--- config.mk ---
export PLATFORM = sky130hd
export DESIGN_NAME = rdu_div
export DESIGN_NICKNAME = d
export VERILOG_FILES = /design/src/hw/rtl/rdu_pkg.sv /design/src/hw/rtl/rdu_div.sv
export SDC_FILE = /design/constraint.sdc
export NUM_CORES = 1
export LEC_CHECK = 0
export BUFFER_PORTS_ARGS = -buffer_cell sky130_fd_sc_hd__buf_2
export CAP_MARGIN = 20
export CORE_ASPECT_RATIO = 1.25
export CORE_MARGIN = 2
export CORE_UTILIZATION = 50
export CTS_CLUSTER_DIAMETER = 80
export DETAILED_ROUTE_END_ITERATION = 10
export GPL_TIMING_DRIVEN = 0
export PLACE_DENSITY = 0.66
export SYNTH_ARGS = -nofsm -noshare
export SYNTH_HDL_FRONTEND = slang
export SYNTH_SLANG_ARGS = --single-unit
--- constraint.sdc ---
create_clock -name clk -period 19.4 [get_ports clk]
set_input_delay 3.88 -clock clk [delete_from_list [all_inputs] [get_ports clk]]
set_output_delay 3.88 -clock clk [all_outputs]
set_load 0.005 [all_outputs]
--- src/hw/rtl/rdu_pkg.sv ---
// Shared constants for the refraction direction unit.
package rdu_pkg;

    localparam int VEC_FRAC_BITS_DEF = 14;

    localparam int ETA_W      = 19;
    localparam int DIV_STEP   = 4;
    localparam int DIV_STAGES = (ETA_W + DIV_STEP - 1) / DIV_STEP;

    localparam int C2_W      = 29;
    localparam int SQ_W      = 23;
    localparam int SQ_RAD_W  = 2 * SQ_W;
    localparam int SQ_REM_W  = SQ_W + 3;
    localparam int SQ_STEP   = 4;
    localparam int SQ_STAGES = (SQ_W + SQ_STEP - 1) / SQ_STEP;

    localparam int SIDE_LEN = DIV_STAGES + 3 + SQ_STAGES + 1;
    localparam int LATENCY  = SIDE_LEN + 4;

    localparam logic [1:0] MC_OUTSIDE    = 2'd0;
    localparam logic [1:0] MC_INSIDE_HIT = 2'd1;

    localparam logic [15:0] ONE_Q13    = 16'd8192;
    localparam logic [15:0] WEIGHT_ONE = 16'h8000;

endpackage

--- src/hw/rtl/rdu_div.sv ---
// Pipelined restoring divider for the relative index, saturated quotient.
module rdu_div (
    input  logic                      clk,
    input  logic [15:0]               num,
    input  logic [15:0]               den,
    output logic [rdu_pkg::ETA_W-1:0] quot
);

    localparam int BITS   = rdu_pkg::ETA_W;
    localparam int STEP   = rdu_pkg::DIV_STEP;
    localparam int STAGES = rdu_pkg::DIV_STAGES;

    logic [15:0]     rem_reg [0:STAGES-2];
    logic [15:0]     den_reg [0:STAGES-2];
    logic [BITS-1:0] low_reg [0:STAGES-2];
    logic [BITS-1:0] quo_reg [0:STAGES-1];
    logic            sat_reg [0:STAGES-1];

    for (genvar k = 0; k < STAGES; k++)
    begin : g_stage
        logic [15:0]     rem_src;
        logic [15:0]     den_src;
        logic [BITS-1:0] low_src;
        logic [BITS-1:0] quo_src;
        logic            sat_src;
        logic [15:0]     rem_next;
        logic [BITS-1:0] low_next;
        logic [BITS-1:0] quo_next;

        if (k == 0)
        begin : g_first
            assign rem_src = {3'b000, num[15:3]};
            assign den_src = den;
            assign low_src = {num[2:0], {(BITS - 3){1'b0}}};
            assign quo_src = '0;
            assign sat_src = ({3'b000, num} >= {den, 3'b000});
        end
        else
        begin : g_next
            assign rem_src = rem_reg[k-1];
            assign den_src = den_reg[k-1];
            assign low_src = low_reg[k-1];
            assign quo_src = quo_reg[k-1];
            assign sat_src = sat_reg[k-1];
        end

        always_comb
        begin
            logic [16:0]     r;
            logic [BITS-1:0] lo;
            logic [BITS-1:0] q;
            r  = {1'b0, rem_src};
            lo = low_src;
            q  = quo_src;
            for (int j = 0; j < STEP; j++)
            begin
                if (k * STEP + j < BITS)
                begin
                    r  = {r[15:0], lo[BITS-1]};
                    lo = {lo[BITS-2:0], 1'b0};
                    q  = {q[BITS-2:0], 1'b0};
                    if (r >= {1'b0, den_src})
                    begin
                        r    = r - {1'b0, den_src};
                        q[0] = 1'b1;
                    end
                end
            end
            rem_next = r[15:0];
            low_next = lo;
            quo_next = q;
        end

        always_ff @(posedge clk)
        begin
            quo_reg[k] <= quo_next;
            sat_reg[k] <= sat_src;
        end

        if (k < STAGES - 1)
        begin : g_carry
            always_ff @(posedge clk)
            begin
                rem_reg[k] <= rem_next;
                den_reg[k] <= den_src;
                low_reg[k] <= low_next;
            end
        end
    end

    assign quot = sat_reg[STAGES-1] ? {BITS{1'b1}} : quo_reg[STAGES-1];

endmodule

==> results.md <==
* Maximum clock rate at 62.36 MHz
* Fin crit period at ~16 ns
* Yosys cell types at about 100
* Mapped Nets at just under 3000
* Die height at about 230 microns
* GRT overflow at 0
* DP Wirelength at around 51000 microns
* Largest net degree at the start of global routing at 20
* Synthesis Warnings at 0
* Reg clk slew, reported paths at around 0.080 ns
* Area after DPL at 22060 sq um
* Core area at about 42000 sq um
* Crit-path max FO at 10
* Number of global-route vias before repair at 19070
* Die area at approximately 44000 sq um
* CTS Buf Count at 17
* First-pass GRT wire length at slightly below 100000 microns
* Post-Route WL at between 60000 and 70000 microns
* Row count at 84
* Post-DRT Antenna Nets at 0
* Commonest cells after routing, fill and taps aside: ha_1 (304), nor2_1 (194), dfxtp_1 (192)
* HP Class: reg -> reg
* Synth Area in Adders at 0.1878
* 1st-iter DRT viols at approximately 1300
* Setup Fix Bufs, Post-CTS at 0
* Tcrit/Tclk final at 0.8266
* Final Max Slew Viols at 0
* Top cells by area, synth: dfxtp_1 (18%), ha_1 (18%), mux2_2 (6.4%), xnor2_1 (5.7%), a21oi_1 (4.4%)
* Gpl congestion at between 0.9 and 1
* Avg Inst Size Synth at a little over 8 sq um
* Reg-to-reg endpoint: rem_reg[1][14]$_DFF_P_
* Setup ws final at about 3.4 ns
* WHS Path Cells at 0
* End of the worst hold path: quo_reg[0][64]$_DFF_P_
* Synth area leader: dfxtp_1
* Crit path kind: in -> reg
* CTS-repair resized insts at 0
* RSZ-0062 raised after global routing: false
* Worst R2R Start: den_reg[0][1]$_DFF_P_
* CTS Buffer Depth at 2
* Port-buffer cells at around 50
* Place WS at about 3.1 ns
* Hold Violations, Final at 0
* Critical path arrival at roughly 16 ns
* Commonest non-fill, non-tap cell in the layout: ha_1
* Hold-fix buffers, CTS at 0
* Worst endpoint required time at 19.73 ns
* Util after Layout at 0.5423
* Reg-to-reg setup timing slack at about 6.9 ns
* Hold path startpoint: quo_reg[0][41]$_DFF_P_
* Fillers at roughly 4000
* Maxcap violations at 0
* IO Pins at 52
* Synth top area share at 0.1821
* Status: finished, final reports clean
* Clock sinks at between 150 and 200
* Clock Latency Late Sink at 0.46 ns
* Setup TNS at 0 ns
* Worst setup EP type: flop
* WL/cell at roughly 19 microns
* Slew HR at 0.3109
* Die span in x at between 150 and 200 microns
* Final instance area at 22680 sq um
* Compound-gate portion of the synthesized area at 0.2513
* Critical Path Slowest Stage Cell: o41ai_1
* Largest family of logic cells by synthesized area: compound AO/OA/AOI/OAI gates
* Final #Nets at between 2000 and 3000
* Layout overhead on the synthesized area at 7.463%
* Antenna violations before repair at 4
* EDFF count, synth at 0
* Critical Path Max Stage Delay at around 0.62 ns
* Via count at 19580
* Pre-Repair DR Iteration Count at 6
* Mapped cell area at 21110 sq um
* CTS root buf: clkbuf_16
* Number of vias per cell at 6.091
* H-Tree Depth at 4
* Multiplexer area fraction after synthesis at 0.08672
* Worst Skew at around 0.011 ns
* Share of layout cells above drive strength 1 at 0.1126
* Residual DRC at 0
* CTS tree: yes
* Starting Density at 0.5046
* Slew at the pin closest to its max-slew limit at 1.034 ns
* Post-synthesis sequential area ratio at 0.1821
* Async SR Flop Fraction at 0
* Setup crit start kind: input pin
* Top_reg_cell synth: dfxtp_1
* Worst r2r path cells at 42
* Cell count after synthesis at approximately 2600
* Post-synthesis xor/xnor area fraction at 0.08589
* #FFs+latches synth at 192
* Post-Synth Simple-Gate Area at 0.1641
* GRT Resource Usage Total at 0.2813
* Final setup viols at 0
-- metrics by stage --
step / cells / hold slack (ns)
final: 3215 / 0.3148
after global routing: 3214 / 0.3305
after floorplan: 2572 / 0.3096
after CTS: 3214 / 0.3181
after global placement: 3182 / 0.3095
after detailed placement: 3182 / 0.3121
-- metal layers --
metal  track usage  up-vias  wire, microns
met2        0.5150      557          31120
met1        0.3309     9269          26480
li1              -     9624              -
met3       0.03380      126           2707
met4        0.1196        6           2172
met5             0        -             41
-- kinds of logic (layout without fill, tap and decap cells) --
logic type	count (synthesis)	in the layout
buffers and inverters	227	310
muxes	164	164
adders and majority gates	312	312
and+or+nand+nor	695	695
DFF	192	192
AOI/OAI and AO/OA	775	775
other	0	1
xor gates and xnor gates	207	207
-- final cells by class --
class / count / area (sq um) / area share
flip-flops and latches: 192 / 3844 / 0.1695
clock inverters: 15 / 192.7 / 0.008495
well taps: 559 / 699.4 / 0.03083
diodes: 1 / 2.502 / 0.0001103
multi-input cells: 2153 / 16380 / 0.7219
plain buffers: 39 / 182.7 / 0.008053
clock buffers: 17 / 425.4 / 0.01875
inverters: 188 / 705.7 / 0.03111
repair buffers: 51 / 255.2 / 0.01125
-- critical path: cells and delay by family --
kind | cells | cell delay (ns)
buffers and inverters | 10 | 2.43
multiplexers | 2 | 0.77
AO/OA/AOI/OAI | 21 | 6.66
AND/OR/NAND/NOR | 7 | 1.27
adder cells (fa/ha/maj) | 4 | 1.32
-- cells in the mapped netlist, types with 7 or more instances --
cell / n
a21o_1: 103
xor2_1: 69
o31ai_1: 24
or3_1: 29
nor2_1: 194
a21boi_0: 19
a311oi_1: 7
buf_2: 11
nor2b_1: 33
o211a_1: 10
mux2i_1: 25
a31o_2: 9
o211ai_1: 16
clkbuf_1: 20
o21ai_0: 137
mux2_1: 15
o31a_1: 22
nand2b_1: 26
a211oi_1: 27
nor3_1: 57
and4_1: 7
o21a_1: 61
or2_2: 34
nand3_1: 48
a21oi_1: 187
o21bai_1: 31
nand4_1: 46
dfxtp_1: 192
ha_1: 304
mux2_2: 120
and2_1: 16
xnor2_1: 138
o221ai_1: 18
fa_1: 8
and3_1: 25
inv_1: 182
a31oi_1: 23
nand2_1: 146
-- how the worst max path moves through the flow --
stage,slack (ns),startpoint,to,depth (start not counted)
after global routing,2.27,den[1],rem_reg[0][9]$_DFF_P_,44
after detailed placement,3.12,den[1],rem_reg[0][9]$_DFF_P_,44
after global placement,3.41,den[1],rem_reg[0][9]$_DFF_P_,44
final,3.36,den[4],rem_reg[0][9]$_DFF_P_,44
after CTS,3.58,den[1],rem_reg[0][9]$_DFF_P_,44
after floorplan,5.90,num[2],rem_reg[0][11]$_DFF_P_,44
Power is not shown: default switching activity piles up to over one toggle a cycle in this logic, so the estimate is an artifact.
