### src/hw/rtl/rdu_pkg.sv
// Shared constants for the refraction direction unit.
package rdu_pkg;

    localparam int VEC_FRAC_BITS_DEF = 14;

    localparam int ETA_W      = 19;
    localparam int DIV_STEP   = 4;
    localparam int DIV_STAGES = (ETA_W + DIV_STEP - 1) / DIV_STEP;

    localparam int C2_W      = 29;
    localparam int SQ_W      = 23;
    localparam int SQ_RAD_W  = 2 * SQ_W;
    localparam int SQ_REM_W  = SQ_W + 3;
    localparam int SQ_STEP   = 4;
    localparam int SQ_STAGES = (SQ_W + SQ_STEP - 1) / SQ_STEP;

    localparam int SIDE_LEN = DIV_STAGES + 3 + SQ_STAGES + 1;
    localparam int LATENCY  = SIDE_LEN + 4;

    localparam logic [1:0] MC_OUTSIDE    = 2'd0;
    localparam logic [1:0] MC_INSIDE_HIT = 2'd1;

    localparam logic [15:0] ONE_Q13    = 16'd8192;
    localparam logic [15:0] WEIGHT_ONE = 16'h8000;

endpackage

### src/hw/rtl/rdu_sqrt.sv
// Pipelined digit-by-digit integer square root of c2 scaled by 2^16.
module rdu_sqrt (
    input  logic                     clk,
    input  logic [rdu_pkg::C2_W-1:0] c2,
    output logic [rdu_pkg::SQ_W-1:0] root
);

    localparam int BITS   = rdu_pkg::SQ_W;
    localparam int RAD_W  = rdu_pkg::SQ_RAD_W;
    localparam int REM_W  = rdu_pkg::SQ_REM_W;
    localparam int STEP   = rdu_pkg::SQ_STEP;
    localparam int STAGES = rdu_pkg::SQ_STAGES;
    localparam int C2W    = rdu_pkg::C2_W;

    logic [REM_W-1:0] rem_reg  [0:STAGES-2];
    logic [RAD_W-1:0] rad_reg  [0:STAGES-2];
    logic [BITS-1:0]  root_reg [0:STAGES-1];

    for (genvar k = 0; k < STAGES; k++)
    begin : g_stage
        logic [REM_W-1:0] rem_src;
        logic [RAD_W-1:0] rad_src;
        logic [BITS-1:0]  root_src;
        logic [REM_W-1:0] rem_next;
        logic [RAD_W-1:0] rad_next;
        logic [BITS-1:0]  root_next;

        if (k == 0)
        begin : g_first
            assign rem_src  = '0;
            assign rad_src  = {{(RAD_W - C2W - 16){1'b0}}, c2, 16'h0000};
            assign root_src = '0;
        end
        else
        begin : g_next
            assign rem_src  = rem_reg[k-1];
            assign rad_src  = rad_reg[k-1];
            assign root_src = root_reg[k-1];
        end

        always_comb
        begin
            logic [REM_W-1:0] r;
            logic [REM_W-1:0] trial;
            logic [RAD_W-1:0] rd;
            logic [BITS-1:0]  q;
            r  = rem_src;
            rd = rad_src;
            q  = root_src;
            for (int j = 0; j < STEP; j++)
            begin
                if (k * STEP + j < BITS)
                begin
                    r     = {r[REM_W-3:0], rd[RAD_W-1:RAD_W-2]};
                    rd    = {rd[RAD_W-3:0], 2'b00};
                    trial = {1'b0, q, 2'b01};
                    if (r >= trial)
                    begin
                        r = r - trial;
                        q = {q[BITS-2:0], 1'b1};
                    end
                    else
                    begin
                        q = {q[BITS-2:0], 1'b0};
                    end
                end
            end
            rem_next  = r;
            rad_next  = rd;
            root_next = q;
        end

        always_ff @(posedge clk)
        begin
            root_reg[k] <= root_next;
        end

        if (k < STAGES - 1)
        begin : g_carry
            always_ff @(posedge clk)
            begin
                rem_reg[k] <= rem_next;
                rad_reg[k] <= rad_next;
            end
        end
    end

    assign root = root_reg[STAGES-1];

endmodule

### config.mk
export PLATFORM = sky130hd
export DESIGN_NAME = rdu_sqrt
export DESIGN_NICKNAME = d
export VERILOG_FILES = /design/src/hw/rtl/rdu_pkg.sv /design/src/hw/rtl/rdu_sqrt.sv
export SDC_FILE = /design/constraint.sdc
export NUM_CORES = 1
export LEC_CHECK = 0
export BUFFER_PORTS_ARGS = -buffer_cell sky130_fd_sc_hd__buf_2
export CORE_MARGIN = 5
export CORE_UTILIZATION = 25
export CTS_BUF_LIST = sky130_fd_sc_hd__clkbuf_4 sky130_fd_sc_hd__clkbuf_8 sky130_fd_sc_hd__clkbuf_16
export DETAILED_ROUTE_END_ITERATION = 12
export GPL_TIMING_DRIVEN = 0
export PLACE_DENSITY = 0.47
export SLEW_MARGIN = 20
export SYNTH_ARGS = -nofsm -noshare
export SYNTH_HDL_FRONTEND = slang
export SYNTH_SLANG_ARGS = --single-unit
### constraint.sdc
create_clock -name clk -period 11.97 [get_ports clk]
set_input_delay 2.394 -clock clk [delete_from_list [all_inputs] [get_ports clk]]
set_output_delay 2.394 -clock clk [all_outputs]
set_load 0.02 [all_outputs]
==> results of run 1 <==
cell usage in the layout (no fill, tap or decap), drive strengths merged, types with 12 or more instances in the layout:
cell type	n
a211oi	30
a31oi	22
a211o	14
nand4	48
nand3	78
or2	33
inv	197
buf	113
dfxtp	243
mux2	59
nand2b	43
a31o	16
xor2	98
and2	31
o21ai	180
nor2b	50
nor4	34
a21o	85
nor3b	12
nand2	257
ha	276
a21oi	271
nor3	92
xnor2	199
mux2i	20
or4	24
o21a	40
clkbuf	92
or3	31
o211ai	31
o21bai	43
o31ai	38
o31a	18
a21boi	14
nor2	318
and3	35
and4	16
routing by layer:
layer | global-route usage | routed length, µm | vias up
li1 | - | - | 12000
met1 | 0.194 | 37400 | 11000
met2 | 0.254 | 37400 | 361
met3 | 0.0144 | 2670 | 58
met4 | 0.0282 | 1300 | 0
met5 | 0 | 0 | -
critical path, delay by kind of cell, from the launching register on:
| family | cells | cell delay, ns |
|---|---|---|
| AO/OA/AOI/OAI | 16 | 3.04 |
| XOR/XNOR | 1 | 0.16 |
| adder cells (fa/ha/maj) | 4 | 1.49 |
| buffers and inverters | 8 | 1.51 |
| flip-flops | 1 | 0.37 |
| multiplexers | 1 | 0.35 |
| AND/OR/NAND/NOR | 24 | 4.12 |
power groups by stage:
stage	sequential [µW]	clock [µW]	combinational, µW
detailed placement	1190	0	4650
global route	1210	1010	5310
finish	1180	939	4790
global placement	1190	0	4650
floorplan	1130	0	3580
CTS	1180	986	4740
final cells by class:
| class | instances | area share |
|---|---|---|
| Multi-Input combinational cell | 2712 | 0.674 |
| Tap cell | 1287 | 0.0570 |
| Buffer | 81 | 0.0143 |
| Sequential cell | 243 | 0.172 |
| Inverter | 197 | 0.0273 |
| Clock buffer | 37 | 0.0291 |
| Timing Repair Buffer | 87 | 0.0190 |
| Clock inverter | 19 | 0.00740 |
repair_timing:
item	in CTS	in global routing
resized for setup	75	59
pin swaps	4	11
endpoints found under the setup margin	73	85
hold buffers	0	0
setup buffers	11	24
metrics by stage:
stage / setup TNS (ns) / setup WS, ns / cell area [µm²] / instances / utilization
floorplan: 0 / 1.10 / 24600 / 3236 / -
global placement: -146.99 / -2.95 / 26500 / 4575 / 0.270
detailed placement: -142.80 / -2.90 / 26500 / 4575 / 0.270
CTS: 0 / 0.0525 / 27900 / 4640 / 0.284
global route: -0.0160 / -0.0160 / 28200 / 4663 / 0.288
finish: 0 / 0.744 / 28200 / 4663 / 0.288
final timing paths:
path	cells after the start	start	slack [ns]	end
max	54	root_reg[2][8]$_DFF_P_	0.74	rem_reg[0][94]$_DFF_P_
min	0	rad_reg[0][28]$_DFF_P_	0.29	rad_reg[0][74]$_DFF_P_
max reg2reg	54	root_reg[2][8]$_DFF_P_	0.74	rem_reg[0][94]$_DFF_P_
min reg2reg	0	rad_reg[0][28]$_DFF_P_	0.29	rad_reg[0][74]$_DFF_P_
cell families after synthesis:
group	Yosys count
xor gates and xnor gates	297
DFF	243
buffers and inverters	281
and+or+nand+nor	1139
adders and majority gates	279
AOI/OAI and AO/OA	918
muxes	79
==> metrics.yaml, run 1 <==
placed_design:
  portBuffers: 52
  detailed_place_hpwl_um: 64500
  globalplace.congestion: 0.861
die:
  floorplan.io_pins: 53
  core_region_area_mm2: 0.0981
  die_h_um: 324
  initial_utilization: 0.251
  floorplan.die.width_um: 324
  std_cell_rows: 115
  design.die.area_mm2: 0.105
setup_path:
  critPathCaptureType: "flip-flop"
  critical-path-slowest-cell: "ha_2"
  cp_data_required_time_ns: 12.44
  arrival_time_at_the_worst_endpoint_ns: 11.70
  critPathLaunchType: "flip-flop"
  critical_path_class: "reg -> reg"
  cp_peak_stage_delay_ns: 0.43
  crit_path_frequent_cell: "o21ai_0"
  timing.critical_path.fanout_max: 11
route:
  drt_first_pass_iters: 5
  viasPerCell: 5.02
  routed-via-count: 23400
  drt_iter0_markers: 1424
  postRouteWirelength_um: 78800
  route.antenna.remaining_nets: 0
  drt-wirelength-per-cell_um: 16.9
  remaining_drc_errors: 0
synthesis:
  syn_area_per_cell_um2: 7.62
  synth_top_family_by_area: "compound AO/OA/AOI/OAI gates"
  synth_edf_count: 0
  yosys-top-cells-area: "dfxtp_1 20%, ha_1 14%, xnor2_1 7.1%"
  yosysUniqueCellTypes: 97
  fraction_of_the_mapped_netlist_area_in_compound_gates: 0.244
  ys_async_sr_fraction: 0
  post-synth-top-count-cell: "nor2_1"
  synth-main-ff-cell: "dfxtp_1"
  muxShareOfSynthArea: 0.0351
  synth_top_area_frac: 0.197
  synthesis.nets: 3545
  yosys.area.top_type: "dfxtp_1"
  yosys.area_share.adder: 0.143
  ys_seq_elements: 243
  sequential_share_of_the_synthesized_area: 0.197
  syn-instance-count: 3236
  netlist_area_pre_place_mm2: 0.0246
  synth_xor_xnor_area_share: 0.106
  synthSimpleGateAreaFrac: 0.232
  synth.cells.most_frequent: "317 x nor2_1, 276 x ha_1, 271 x a21oi_1, 256 x nand2_1, 243 x dfxtp_1"
  ys.warnings.count: 0
power:
  pwr_density_cell_mw_per_mm2: 245
  p_clk_frac: 0.136
  swShare: 0.500
  total_leakage_power_uw: 0.0123
  p_switching_uw: 3450
  max-vdd-ir-drop_mv: 0.131
  fin_total_pwr_uw: 6910
  comb_power_share: 0.694
  power.share.sequential: 0.171
  intPower_uw: 3450
global_route:
  number_of_antenna_violations_at_the_first_check_in_global_routing: 2
  globalRoute.totalOverflow: 0
  grt_start_max_net_pins: 18
  via_count_of_the_first_global_routing_pass: 22200
  grt_pass1_wl_um: 123000
  grt.total_usage: 0.144
sta:
  finalCriticalPeriod_ns: 11.23
  final_setup_violation_count: 0
  timing.slew.headroom: 0.385
  hold_ws_ns: 0.290
  worst_margin_slew_ns: 0.911
  timing_hold_violations_final: 0
  max_clock_freq_ghz: 0.0891
  finalCritPeriodShare: 0.938
  report.final.slew_viol_count: 0
  fin_skew_ns: 0.0660
clock_tree:
  clock_tree.htree_level_count: 1
  cts.clk_slew.worst_paths_ns: 0.06
  tritoncts.num_buffers: 30
  tritoncts_clock_tree: "yes"
  clock_path_buffers: 3
  cts.sinks: 243
  ctsRootBufferMaster: "clkbuf_16"
  worst_skew_pair.late_latency_ns: 0.64
finish:
  largest_register_ffs: 118
  antenna_cells: 0
  finish.net_count: 3661
  multi_input_area_mm2: 0.0190
  drive_above_1_share: 0.110
  fillCellCount: 10800
  area_growth_syn_to_layout_pct: 14.5
  layout.area.seq_mm2: 0.00487
hold_path:
  holdCritPathClass: "reg -> reg"
status:
  status: "complete, no violations"
flow_run:
  max_cap_viol_count: 0
Note: power is estimated with default switching activity, not from simulation.
==> run 2: changes to the inputs <==
--- a/config.mk
+++ b/config.mk
@@ -12,6 +12,7 @@
 export DETAILED_ROUTE_END_ITERATION = 12
 export GPL_TIMING_DRIVEN = 0
 export PLACE_DENSITY = 0.47
+export REMOVE_ABC_BUFFERS = 1
 export SLEW_MARGIN = 20
 export SYNTH_ARGS = -nofsm -noshare
 export SYNTH_HDL_FRONTEND = slang
==> run 2 against run 1 <==
Against the previous run:
- largest power group unchanged
- critical path depth rose by 3
- cell count fell by 1.4%
- design area fell by 0.31%
- die area did not move
- routed wire length fell by 2.8%
==> metrics.yaml, run 2 (synthesis gave the netlist of run 1 again) <==
finish:
  most-common-layout-cells: "315 x nor2_1, 272 x ha_1, 265 x a21oi_1, 253 x nand2_1, 242 x dfxtp_1"  # was 315 x nor2_1, 270 x ha_1, 256 x a21oi_1, 253 x nand2_1, 242 x dfxtp_1
  drive_above_1_share: 0.104  # was 0.110
  stdcell_count: 4597  # was 4663
  fin_util: 0.287  # was 0.288
  layout.area.seq_mm2: 0.00487  # unchanged
  largest_register_ffs: 118  # unchanged
  area_growth_syn_to_layout_pct: 14.2  # was 14.5%
  mostFrequentLayoutCell: "nor2_1"  # unchanged
  final_instance_area_mm2: 0.0281  # was 0.0282 mm²
  fillCellCount: 10700  # was 10800
  finish.net_count: 3592  # was 3661
  multi_input_area_mm2: 0.0190  # about the same
clock_tree:
  worst_skew_pair.late_latency_ns: 0.61  # was 0.64 ns
  clock_tree.htree_level_count: 1  # unchanged
  clock_path_buffers: 3  # unchanged
  cts.clk_slew.worst_paths_ns: 0.06  # about the same
  ctsRootBufferMaster: "clkbuf_16"  # unchanged
  cts.sinks: 243  # unchanged
  tritoncts_clock_tree: "yes"  # unchanged
  tritoncts.num_buffers: 31  # was 30
  postCtsHoldBufs: 0  # unchanged
sta:
  report.final.slew_viol_count: 0  # unchanged
  fin_skew_ns: 0.0175  # was 0.0660 ns
  finalCriticalPeriod_ns: 11.23  # about the same
  worst_margin_slew_ns: 0.978  # was 0.911 ns
  timing_hold_violations_final: 0  # unchanged
  final_setup_violation_count: 0  # unchanged
  max_clock_freq_ghz: 0.0890  # was 0.0891 GHz
  timing.slew.headroom: 0.340  # was 0.385
  hold_ws_ns: 0.324  # was 0.290 ns
  finalCritPeriodShare: 0.938  # about the same
global_route:
  grt.total_usage: 0.141  # was 0.144
  number_of_antenna_violations_at_the_first_check_in_global_routing: 1  # was 2
  grt_start_max_net_pins: 32  # was 18
  grt_pass1_wl_um: 121000  # was 123000 µm
  via_count_of_the_first_global_routing_pass: 21900  # was 22200
  globalRoute.totalOverflow: 0  # unchanged
setup_path:
  timing.critical_path.fanout_max: 25  # was 11
  register_to_register_path_depth: 57  # was 54
  critPathCaptureType: "flip-flop"  # unchanged
  crit_path_frequent_cell: "a21oi_1"  # was o21ai_0
  critical-path-slowest-cell: "a221o_1"  # was ha_2
  critical_path_class: "reg -> reg"  # unchanged
  count_of_buffer_and_inverter_cells_on_the_critical_path: 10  # was 8
  critical_path.reg2reg.endpoint: "rem_reg[0][113]$_DFF_P_"  # was rem_reg[0][94]$_DFF_P_
  path_delay_family: "compound AO/OA/AOI/OAI gates"  # was simple AND/OR/NAND/NOR gates
  critPathLaunchType: "flip-flop"  # unchanged
  cp_peak_stage_delay_ns: 0.46  # was 0.43 ns
  rrSetupSlack_ns: 0.74  # about the same
  arrival_time_at_the_worst_endpoint_ns: 11.73  # was 11.70 ns
  cp_data_required_time_ns: 12.46  # was 12.44 ns
  rr_startpoint: "root_reg[3][0]$_DFF_P_"  # was root_reg[2][8]$_DFF_P_
route:
  route.antenna.remaining_nets: 0  # unchanged
  drt-wirelength-per-cell_um: 16.7  # was 16.9 µm
  remaining_drc_errors: 0  # unchanged
  drt_first_pass_iters: 5  # unchanged
  routed-via-count: 23100  # was 23400
  drt_iter0_markers: 1359  # was 1424
  viasPerCell: 5.02  # about the same
  postRouteWirelength_um: 76600  # was 78800 µm
hold_path:
  hold_depth: 0  # unchanged
  holdCritPathClass: "reg -> reg"  # unchanged
  min_to: "rad_reg[0][109]$_DFF_P_"  # was rad_reg[0][74]$_DFF_P_
  hold_path.startpoint: "rad_reg[0][63]$_DFF_P_"  # was rad_reg[0][28]$_DFF_P_
placed_design:
  detailed_place_hpwl_um: 61700  # was 64500 µm
  globalplace.congestion: 0.837  # was 0.861
  portBuffers: 52  # unchanged
  placedInstanceArea_mm2: 0.0263  # was 0.0265 mm²
  placed_cells_incl_taps: 4499  # was 4575
power:
  max-vdd-ir-drop_mv: 0.130  # was 0.131 mV
  power.share.sequential: 0.171  # about the same
  total_leakage_power_uw: 0.0122  # was 0.0123 µW
  comb_power_share: 0.676  # was 0.694
  swShare: 0.488  # was 0.500
  p_switching_uw: 3420  # was 3450 µW
  p_clk_frac: 0.153  # was 0.136
  pwr_density_cell_mw_per_mm2: 249  # was 245 mW/mm²
  intPower_uw: 3590  # was 3450 µW
die:
  floorplan.io_pins: 53  # unchanged
  floorplan.die.width_um: 324  # unchanged
  die_h_um: 324  # unchanged
  initial_utilization: 0.251  # unchanged
  core_region_area_mm2: 0.0981  # unchanged
  design.die.area_mm2: 0.105  # unchanged
  std_cell_rows: 115  # unchanged
flow_run:
  max_cap_viol_count: 0  # unchanged
status:
  status: "complete, no violations"  # unchanged
[run 2: cell type report]
| cell class | instances | area share |
|---|---|---|
| Multi-Input combinational cell | 2714 | 0.676 |
| Clock buffer | 36 | 0.0296 |
| Timing Repair inverter | 2 | 0.000356 |
| Sequential cell | 243 | 0.173 |
| Inverter | 197 | 0.0275 |
| Timing Repair Buffer | 94 | 0.0234 |
| Tap cell | 1287 | 0.0572 |
| Antenna cell | 2 | 0.000178 |
| Clock inverter | 22 | 0.0127 |
[run 2: worst max path at each step]
stage                                 startpoint                      end  slack, ns  cells past startpoint
after floorplan           root_reg[3][0]$_DFF_P_  rem_reg[0][123]$_DFF_P_      -0.76                     56
after global placement    root_reg[3][0]$_DFF_P_  rem_reg[0][123]$_DFF_P_      -5.84                     56
after detailed placement  root_reg[3][0]$_DFF_P_  rem_reg[0][113]$_DFF_P_      -3.42                     57
after CTS                 root_reg[3][9]$_DFF_P_  rem_reg[0][113]$_DFF_P_       0.02                     56
after global routing      root_reg[2][0]$_DFF_P_   rem_reg[0][97]$_DFF_P_      -0.02                     54
final                     root_reg[3][0]$_DFF_P_  rem_reg[0][113]$_DFF_P_       0.74                     57
[run 2: timing repair]
item	in CTS	in global routing
endpoints found under the setup margin	74	96
gates resized for setup	39	39
gates cloned	3	1
buffers inserted	13	21
pin swaps	6	9
[run 2: through the flow]
| stage | worst slack, ns | setup TNS [ns] | total power [µW] |
|---|---|---|---|
| after CTS | 0.0222 | 0 | 7010 |
| after detailed placement | -3.42 | -157.99 | 5820 |
| after global placement | -5.84 | -288.74 | 5790 |
| after global routing | -0.0226 | -0.0294 | 7660 |
| after floorplan | -0.763 | -11.73 | 4690 |
| final | 0.740 | 0 | 7010 |
[run 2: power by group through the flow]
stage	Sequential, µW	Clock, µW	Combinational [µW]
final	1200	1070	4740
after global routing	1220	1150	5290
after CTS	1200	1110	4700
after detailed placement	1210	0	4600
after global placement	1210	0	4580
after floorplan	1140	0	3550
[run 2: layer usage]
metal,track usage,routed length [µm],share of wire,up-vias
li1,-,-,-,11900
met3,0.0127,2350,0.031,87
met2,0.245,35900,0.47,354
met1,0.191,36800,0.48,10800
met4,0.0316,1540,0.020,0
met5,0,0,0,-
==> run 3: changes to the inputs <==
--- a/config.mk
+++ b/config.mk
@@ -7,11 +7,11 @@
 export LEC_CHECK = 0
 export BUFFER_PORTS_ARGS = -buffer_cell sky130_fd_sc_hd__buf_2
 export CORE_MARGIN = 5
-export CORE_UTILIZATION = 25
+export CORE_UTILIZATION = 65
 export CTS_BUF_LIST = sky130_fd_sc_hd__clkbuf_4 sky130_fd_sc_hd__clkbuf_8 sky130_fd_sc_hd__clkbuf_16
 export DETAILED_ROUTE_END_ITERATION = 12
 export GPL_TIMING_DRIVEN = 0
-export PLACE_DENSITY = 0.47
+export PLACE_DENSITY = 0.9
 export REMOVE_ABC_BUFFERS = 1
 export SLEW_MARGIN = 20
 export SYNTH_ARGS = -nofsm -noshare
==> run 3 against run 2 <==
Against the previous run:
- clock power down 17%
- count of clock-buffer cells in the layout down 5
- sequential power about the same
- core utilization up 43 points
- largest cell class unchanged
- fmax down 3.0%
- clock skew up 0.0072 ns
- highest routed layer unchanged
- power down 1.6%
==> metrics.yaml, run 3 (synthesis gave the netlist of run 1 again) <==
route:
  viasPerCell: 6.55  # was 5.02
  drt_iter0_markers: 2137  # was 1359
  drt-wirelength-per-cell_um: 18.8  # was 16.7 µm
  postRouteWirelength_um: 71700  # was 76600 µm
  route.antenna.remaining_nets: 0  # unchanged
  remaining_drc_errors: 0  # unchanged
  drt_first_pass_iters: 8  # was 5
  routed-via-count: 25000  # was 23100
setup_path:
  critical-path-slowest-cell: "a221o_1"  # unchanged
  timing.critical_path.fanout_max: 16  # was 25
  cp_data_required_time_ns: 12.44  # was 12.46 ns
  path_delay_family: "compound AO/OA/AOI/OAI gates"  # unchanged
  critPathCaptureType: "flip-flop"  # unchanged
  critical_path_class: "reg -> reg"  # unchanged
  critPathLaunchType: "flip-flop"  # unchanged
  crit_path_frequent_cell: "a21oi_1"  # unchanged
  count_of_buffer_and_inverter_cells_on_the_critical_path: 8  # was 10
  cp_peak_stage_delay_ns: 0.45  # was 0.46 ns
  arrival_time_at_the_worst_endpoint_ns: 12.05  # was 11.73 ns
power:
  intPower_uw: 3460  # was 3590 µW
  max-vdd-ir-drop_mv: 0.139  # was 0.130 mV
  pwr_density_cell_mw_per_mm2: 256  # was 249 mW/mm²
  power.share.sequential: 0.173  # was 0.171
  swShare: 0.499  # was 0.488
  p_switching_uw: 3440  # was 3420 µW
  comb_power_share: 0.698  # was 0.676
  total_leakage_power_uw: 0.0121  # was 0.0122 µW
  p_clk_frac: 0.129  # was 0.153
finish:
  drive_above_1_share: 0.0999  # was 0.104
  most-common-layout-cells: "316 x nor2_1, 275 x ha_1, 263 x a21oi_1, 254 x nand2_1, 243 x dfxtp_1"  # was 315 x nor2_1, 272 x ha_1, 265 x a21oi_1, 253 x nand2_1, 242 x dfxtp_1
  stdcell_count: 3814  # was 4597
  area_growth_syn_to_layout_pct: 9.18  # was 14.2%
  mostFrequentLayoutCell: "nor2_1"  # unchanged
  finish.net_count: 3591  # was 3592
  largest_register_ffs: 118  # unchanged
  fillCellCount: 2848  # was 10700
  fin_util: 0.716  # was 0.287
status:
  status: "complete, no violations"  # unchanged
sta:
  final_setup_violation_count: 0  # unchanged
  report.final.slew_viol_count: 0  # unchanged
  fin_skew_ns: 0.0248  # was 0.0175 ns
  max_clock_freq_ghz: 0.0864  # was 0.0890 GHz
  timing_hold_violations_final: 0  # unchanged
  hold_ws_ns: 0.325  # was 0.324 ns
  finalCriticalPeriod_ns: 11.57  # was 11.23 ns
  timing.slew.headroom: 0.303  # was 0.340
  worst_margin_slew_ns: 1.04  # was 0.978 ns
  pnr_worst_setup_slack_ns: 0.397  # was 0.740 ns
  finalCritPeriodShare: 0.967  # was 0.938
clock_tree:
  tritoncts.num_buffers: 27  # was 31
  tritoncts_clock_tree: "yes"  # unchanged
  ctsRootBufferMaster: "clkbuf_16"  # unchanged
  clock_tree.htree_level_count: 1  # unchanged
  cts.sinks: 243  # unchanged
  worst_skew_pair.late_latency_ns: 0.59  # was 0.61 ns
  clock_path_buffers: 3  # unchanged
  cts.clk_slew.worst_paths_ns: 0.06  # about the same
global_route:
  grt_pass1_wl_um: 115000  # was 121000 µm
  grt_start_max_net_pins: 32  # unchanged
  grt.total_usage: 0.322  # was 0.141
  globalRoute.totalOverflow: 0  # unchanged
  via_count_of_the_first_global_routing_pass: 23800  # was 21900
  number_of_antenna_violations_at_the_first_check_in_global_routing: 1  # unchanged
hold_path:
  holdCritPathClass: "reg -> reg"  # unchanged
placed_design:
  detailed_place_hpwl_um: 53600  # was 61700 µm
  globalplace.congestion: 0.987  # was 0.837
  dpl_worst_slack_ns: -2.81  # was -3.42 ns
  portBuffers: 52  # unchanged
  placed_cells_incl_taps: 3719  # was 4499
die:
  design.die.area_mm2: 0.0419  # was 0.105 mm²
  floorplan.io_pins: 53  # unchanged
  initial_utilization: 0.656  # was 0.251
  die_h_um: 205  # was 324 µm
  floorplan.die.width_um: 205  # was 324 µm
  core_region_area_mm2: 0.0376  # was 0.0981 mm²
  std_cell_rows: 71  # was 115
flow_run:
  max_cap_viol_count: 0  # unchanged
## run 3: cell types whose count changed in the layout (fill, tap and decap cells not counted), sizes merged, moves of 2 or more
cell      previous run  this run
clkinv               6         8
clkinvlp            15        11
inv                192       194
bufinv               8         4
clkbuf              36        31
## run 3: path summary, 6_finish.rpt
kind / start / end / slack [ns] / cells past startpoint
worst min register to register: rad_reg[0][28]$_DFF_P_ / rad_reg[0][74]$_DFF_P_ / 0.33 / 0
worst min-delay path: rad_reg[0][28]$_DFF_P_ / rad_reg[0][74]$_DFF_P_ / 0.33 / 0
worst max-delay path: root_reg[3][11]$_DFF_P_ / rem_reg[0][113]$_DFF_P_ / 0.40 / 53
worst max register to register: root_reg[3][11]$_DFF_P_ / rem_reg[0][113]$_DFF_P_ / 0.40 / 53
## run 3: cell type report
cell class / instances / area (µm²) / area share
multi-input combinational: 2718 / 19100 / 0.708
sequential: 243 / 4860 / 0.181
inverter: 197 / 772 / 0.0287
clock buffer: 31 / 724 / 0.0269
tap: 511 / 639 / 0.0238
timing repair buffer: 93 / 612 / 0.0227
clock inverter: 18 / 228 / 0.00846
timing repair inverter: 2 / 10.0 / 0.000372
antenna: 1 / 2.50 / 0.0000930
## run 3: per-stage QoR
step           power [µW]  setup TNS, ns  cell area [µm²]
6_report             6900              0            26900
5_1_grt              7390         -0.196            26900
4_1_cts              6670              0            26500
3_5_place_dp         5680        -149.95            25300
3_3_place_gp         5470        -200.53            25200
2_1_floorplan        4690         -11.73            24300
## run 3: what timing repair did
item                                    4_1_cts  5_1_grt
endpoints found under the setup margin       73       97
resized for setup                            29       47
pin swaps                                     7       10
buffers inserted                              8       29
hold buffers                                  0        0
gates cloned                                  7        1
## run 3: power groups by stage
stage	combinational (µW)	sequential, µW	clock, µW
after floorplan	3550	1140	0
after global placement	4290	1180	0
after detailed placement	4490	1190	0
after CTS	4600	1180	895
after global routing	5240	1210	935
final	4820	1190	889
## run 3: routing by layer
| layer | global-route usage | share of wire |
|---|---|---|
| met5 | 0 | 0 |
| met4 | 0.125 | 0.037 |
| met3 | 0.0367 | 0.075 |
| met2 | 0.560 | 0.48 |
| met1 | 0.409 | 0.41 |
